--- config.mk ---
export PLATFORM = sky130hd
export DESIGN_NAME = vas_front
export DESIGN_NICKNAME = d
export VERILOG_FILES = /design/src/hdl/vas_pkg.sv /design/src/hdl/vas_front.sv
export VERILOG_INCLUDE_DIRS = /design/src /design/src/hdl
export SDC_FILE = /design/constraint.sdc
export NUM_CORES = 1
export LEC_CHECK = 0
export BUFFER_PORTS_ARGS = -buffer_cell sky130_fd_sc_hd__buf_2
export CAP_MARGIN = 20
export CORE_MARGIN = 2
export CORE_UTILIZATION = 25
export CTS_BUF_LIST = sky130_fd_sc_hd__clkbuf_8 sky130_fd_sc_hd__clkbuf_16
export DETAILED_ROUTE_END_ITERATION = 10
export MAX_ROUTING_LAYER = met4
export PLACE_DENSITY = 0.53
export SYNTH_ARGS = -nofsm -noshare
export SYNTH_HDL_FRONTEND = slang
export SYNTH_SLANG_ARGS = --single-unit
--- constraint.sdc ---
create_clock -name clk -period 17.45 [get_ports clk]
set_clock_uncertainty 0.2 [all_clocks]
set_input_delay 2.6175 -clock clk [delete_from_list [all_inputs] [get_ports clk]]
set_output_delay 2.6175 -clock clk [all_outputs]
set_load 0.005 [all_outputs]
--- src/hdl/vertex_attribute_splitter_core_defines.svh ---
// Assertion macros shared by the design files.
`ifndef VERTEX_ATTRIBUTE_SPLITTER_CORE_DEFINES_SVH
`define VERTEX_ATTRIBUTE_SPLITTER_CORE_DEFINES_SVH
// Checks that a condition implies a consequence at the same edge.
`define VAS_ASSERT_IMPLY(label, cond, cons, msg) \
	label: assert property (@(posedge clk) disable iff (!arst_n) (cond) |-> (cons)) \
		else $error(msg);
// Checks with a non-overlapping implication (|=>) that a condition implies a consequence.
`define VAS_ASSERT_NEXT(label, cond, cons, msg) \
	label: assert property (@(posedge clk) disable iff (!arst_n) (cond) |=> (cons)) \
		else $error(msg);
`endif

--- src/hdl/vas_pkg.sv ---
package vas_pkg;
	localparam int OrigVertices = 4096;
	localparam int TableEntries = 16384;
	localparam int ExportVertices = 8192;
	localparam int EW = $clog2(TableEntries);
	localparam int XW = $clog2(ExportVertices);
	localparam int OW = 12;
	localparam int QDEPTH = 2;

	localparam logic [1:0] REG_SPLIT_NORMAL = 2'd0;
	localparam logic [1:0] REG_SPLIT_TEXCOORD = 2'd1;
	localparam logic [1:0] REG_SPLIT_COLOR = 2'd2;

	typedef enum logic [1:0] {
		FUNC_ADD = 2'd0,
		FUNC_READ = 2'd1,
		FUNC_CLEAR = 2'd2,
		FUNC_NONE = 2'd3
	} func_t;

	typedef struct packed {
		func_t func;
		logic [OW-1:0] orig;
		logic [15:0] nx;
		logic [15:0] ny;
		logic [15:0] nz;
		logic [31:0] tc;
		logic [31:0] col;
		logic [12:0] ridx;
	} cmd_t;

	typedef struct packed {
		logic [12:0] export_vertex;
		logic is_new;
		logic table_full;
		logic [11:0] orig;
		logic [31:0] sx;
		logic [31:0] sy;
		logic [31:0] sz;
		logic [15:0] tu;
		logic [15:0] tv;
		logic [31:0] col;
	} res_t;

	function automatic logic [31:0] sat_add(input logic [31:0] s, input logic [15:0] a);
		logic [32:0] r;
		r = {s[31], s} + {{17{a[15]}}, a};
		if (r[32] != r[31]) begin
			sat_add = r[32] ? 32'h8000_0000 : 32'h7fff_ffff;
		end else begin
			sat_add = r[31:0];
		end
	endfunction
endpackage

--- src/hdl/vas_front.sv ---
module vas_front import vas_pkg::*; (
	input logic clk,
	input logic arst_n,
	input logic push,
	output logic full,
	input logic [1:0] func,
	input logic [11:0] orig_vertex,
	input logic signed [15:0] normal_x,
	input logic signed [15:0] normal_y,
	input logic signed [15:0] normal_z,
	input logic signed [15:0] tex_u,
	input logic signed [15:0] tex_v,
	input logic [31:0] corner_color,
	input logic [12:0] read_index,
	output logic cq_valid,
	output cmd_t cq_data,
	input logic cq_take
);
	`include "vertex_attribute_splitter_core_defines.svh"

	cmd_t q_q [QDEPTH];
	logic rd_q;
	logic wr_q;
	logic [1:0] cnt_q;
	logic acc;
	cmd_t cin;

	assign full = (cnt_q == 2'(QDEPTH));
	assign acc = push && !full && (func != FUNC_NONE);
	assign cq_valid = (cnt_q != 2'd0);
	assign cq_data = q_q[rd_q];

	always_comb begin
		cin.func = func_t'(func);
		cin.orig = orig_vertex;
		cin.nx = normal_x;
		cin.ny = normal_y;
		cin.nz = normal_z;
		cin.tc = {tex_v, tex_u};
		cin.col = corner_color;
		cin.ridx = read_index;
	end

	always_ff @(posedge clk) begin
		if (acc) begin
			q_q[wr_q] <= cin;
		end
	end

	always_ff @(posedge clk or negedge arst_n) begin
		if (!arst_n) begin
			rd_q <= 1'b0;
			wr_q <= 1'b0;
			cnt_q <= 2'd0;
		end else begin
			if (acc) begin
				wr_q <= ~wr_q;
			end
			if (cq_take) begin
				rd_q <= ~rd_q;
			end
			cnt_q <= cnt_q + 2'(acc) - 2'(cq_take);
		end
	end

	`VAS_ASSERT_IMPLY(a_take_valid, cq_take, cq_valid, "queue popped while empty")
	`VAS_ASSERT_IMPLY(a_cnt_range, 1'b1, cnt_q <= 2'(QDEPTH), "queue count out of range")
	`VAS_ASSERT_NEXT(a_cnt_up, acc && !cq_take, cnt_q == $past(cnt_q) + 2'd1,
		"queue count missed a push")
endmodule

# [Word level (Yosys, flattened, before mapping)]
# Memories as Yosys holds them, arrays and structs flattened.
# Index checks and enable logic that the tools add are counted.
[word_totals] regBits=4 output_inout_bits=141 ramBits=278 input_bits=143 wordCells=16 n_memories=1
[memory_table] memory="q_q" words=2 width=139 rd=1 rd_clocked_by_memory_dff=0 wr=1 line="vas_front.sv:21" source="cmd_t q_q [QDEPTH];"
[classes] addsub=2 reduce_logical=4 eq_ne=2 bitwise=2 muxes=2
[op_table] op="$add 2x1->2" n=1
[op_table] op="$eq 2x2->1 const B" n=1
[op_table] op="$logic_and 1x1->1" n=2
[op_table] op="$mux 1" n=2
[op_table] op="$ne 2x2->1 const B" n=1
[op_table] op="$not 1->1" n=2
[op_table] op="$reduce_bool 2->1" n=1
[op_table] op="$sub 2x1->2" n=1
[op_table] op="$logic_not 1->1" n=1

# [Longest topological paths before layout]
[depth] ltp_word=6 mapped_depth=7 ltp_nobuf=7

# [Worst setup path before layout]
# No wires, ideal clock.
[synth_path] path_kind="input to register" startpoint="input func[0]" endpoint="memory q_q[0][0] (netlist name), enable pin" stages=3 arrival_ns=8.616 required_ns=16.610 setup_ns=0.640 setup_slack_ns=7.994 n_path_buf=0 cell_sequence="nand2_1 > nand3b_1 > nor2_1"
[synth_via] elab_chain_len=4
[synth_lines] element="from (decl)" line="vas_front.sv:6" source="input logic [1:0] func,"
[synth_lines] element="$ne 2x2->1" line="vas_front.sv:29" source="assign acc = push && !full && (func != FUNC_NONE);"
[synth_lines] element="$logic_and 1x1->1" line="vas_front.sv:29"
[synth_lines] element="$mux 1" line="vas_front.sv:45" source="if (acc) begin"
[synth_lines] element="$mux 1 (implied by the code)" line="vas_front.sv:46" source="q_q[wr_q] <= cin;"
[synth_lines] element="to (decl)" line="vas_front.sv:21"
# Every way passes these cells.

==> metrics <==
top cell type's share of synthesized area=approximately four fifths; Crit path max-delay family=buffers and inverters; Pint=approximately 0.0016 W; GRT overflow=0; CP bufs+invs=3; Clk pwr share=between 20% and 30%; CP Class=flip-flop to primary output; first-pass GRT wire length=approximately 32000 um; Synth top cells by count=edfxtp_1, mux2_4, mux2_2, buf_6; IO Pins=between 200 and 300; CTS tree=done; chip width=about 210 um; Slew Limit Fails=0; status=finished clean; Post-synth top flop=edfxtp_1; Final min period=6000 ps; crit path launch type=flip-flop; drt pass-1 iters=4; Req. time, crit path=about 15000 ps; Crit. End Element=primary output; fin nets=approximately 900; Pwr per Cell Area=156 nW/um^2; PostCTS Resize Cnt=0; top cells by area, synth=edfxtp_1, mux2_4, mux2_2, buf_6, dfrtp_1; DRT iter0 DRCs=196; # DRC=0; CTS buffer count=31; initial antenna violation count=4; Synth cell types=16; via count=5155; FFs w/ async S/R, synth=1.42%; Tot Pwr=between 0.002 and 0.0025 W; Synth area leader=edfxtp_1; Fmax=between 150 and 200 MHz; Worst path slowest cell=buf_4; Synthesized Nets=between 500 and 600; Syn Inst Count=451; CTS root buf=clkbuf_16; clk buf depth=3; area of the core=41900 um^2; Critical Path AT=between 3000 and 4000 ps; post-route setup TNS=0 ps; Peak VDD IR=0.0899 mV; Hold Crit Class=flip-flop to flip-flop; Mean Syn Cell Area=23.6 um^2; Yosys warnings=0; switching pwr=0.000562 W; EDFF count, synth=between 200 and 300; Area Growth Syn to Fin=28.0%; clk_lat worst skew=550 ps; Initial Util=~25%; sequential area share after synthesis=between 70% and 80%; Die ar.=44300 um^2; sequential share of power=between 40% and 50%; Leak=between 5 and 6 nW; switching share of power=26.4%; Placer Congestion=roughly 0.73; CTS clk-pin slew, worst paths=about 60 ps; antenna viol nets, final=0; drt wl/cell=16.6 um; TritonCTS Sinks=282; Tightest Pin Transition=just over 1000 ps; largest net degree at the start of global routing=70; Tcrit/Tclk final=roughly a third; RSZ-0062 raised after global routing=no; # setup viols final=0; Rows=75; H-tree Lvls=1; Max-slew headroom=between 30% and 40%; Final Hold Vio Count=0; Top cell by count, worst path=buf_4; Die Y=210 um; flops & latches, synth=around 280; final WL=around 22000 um; postcts setup bufs=0; gr usage total=under 10%; share of layout cells above drive strength 1=60.7%; Cell Area, Synth=10600 um^2; CTS Hold Bufs=0; CP cell instances=buf_4 > buf_4 > mux2_2 > buf_2; combinational share of power=27.7%; crit-path max cell delay=approximately 710 ps; Port Buffers=around 280; dpl hpwl=roughly 15000 um; number of max-cap violations=0; Worst Path Max Fanout=approximately 50; Via density=3.89; most common cell in the netlist=edfxtp_1; vias in the first global route=between 5000 and 6000
-- cells in the final DEF (no fill, tap or decap), drive strengths merged --
cell / count
buf: 290
bufinv: 3
clkbuf: 31
clkinv: 12
dfrtp: 4
diode: 4
edfxtp: 278
ha: 2
inv: 12
mux2: 139
nand2: 1
nand3b: 1
nor2: 2
nor2b: 1
or2: 1
xnor2: 3
xor2: 1
-- through the flow --
stage          hold WS, ps  util (%)  setup slack (ps)  std cells  instance area [um^2]
3_3_place_gp           309      30.2             11680       1264                 12600
3_5_place_dp           314      30.2             11650       1264                 12600
4_1_cts                328      32.5             11350       1320                 13600
5_1_grt                349      32.5             11230       1324                 13600
6_report               327      32.5             11450       1324                 13600
2_1_floorplan          268         -              7990        451                 10600
-- power by group through the flow --
stage               clock network, W  logic (W)  registers [W]
floorplan                          0   0.000404       0.000949
global placement                   0   0.000608       0.000942
detailed placement                 0   0.000607       0.000945
CTS                         0.000632   0.000609       0.000931
global route                0.000657   0.000638       0.000941
finish                      0.000611   0.000588       0.000928
-- layer usage --
metal / GRT usage, % / share of wire, %
met1: 12.2 / 44
met2: 15.1 / 46
met3: 3.17 / 8.0
met4: 3.06 / 1.9
met5: - / 0
-- worst paths after layout --
path / from / end / slack (ps) / cells after the start
max: rd_q$_DFFE_PN0P_ / cq_data[28] / 11450 / 4
min: cnt_q[0]$_DFF_PN0_ / cnt_q[0]$_DFF_PN0_ / 330 / 1
max reg2reg: cnt_q[1]$_DFF_PN0_ / q_q[0][97]$_DFFE_PP_ / 13930 / 5
min reg2reg: cnt_q[0]$_DFF_PN0_ / cnt_q[0]$_DFF_PN0_ / 330 / 1
max in group asynchronous: arst_n / rd_q$_DFFE_PN0P_ / 15240 / 1
min in group asynchronous: arst_n / cnt_q[0]$_DFF_PN0_ / 1670 / 1
-- state kept, by name, summed over array words and instances, names as in the netlist --
signal / count
cnt_q: 2
q_q: 278
rd_q: 1
wr_q: 1
-- kinds of logic (layout without fill, tap and decap cells) --
kind of cell / count (synthesis) / after routing / synth area share [%]
simple gates: 6 / 6 / 0.294
mux: 139 / 139 / 18.2
xor+xnor: 4 / 4 / 0.329
fa+ha+maj: 2 / 2 / 0.235
buf+inv: 18 / 348 / 1.56
flops: 282 / 282 / 79.4
other cells: 0 / 4 / 0
-- cell type report --
type	instances	area, um^2
Timing Repair Buffer	290	1470
Multi-Input combinational cell	151	2050
Inverter	2	7.51
Fill cell	4040	28300
Sequential cell	282	8450
Antenna cell	4	10.0
Clock buffer	31	776
Clock inverter	25	189
Tap cell	539	674
-- worst reg2reg max path: cells and delay by family, from the launching register on --
| family | cells | cell delay [ps] |
|---|---|---|
| buffers and inverters | 2 | 1680 |
| flip-flops | 1 | 400 |
| AND/OR/NAND/NOR | 3 | 810 |
(Power assumes the default switching activity.)
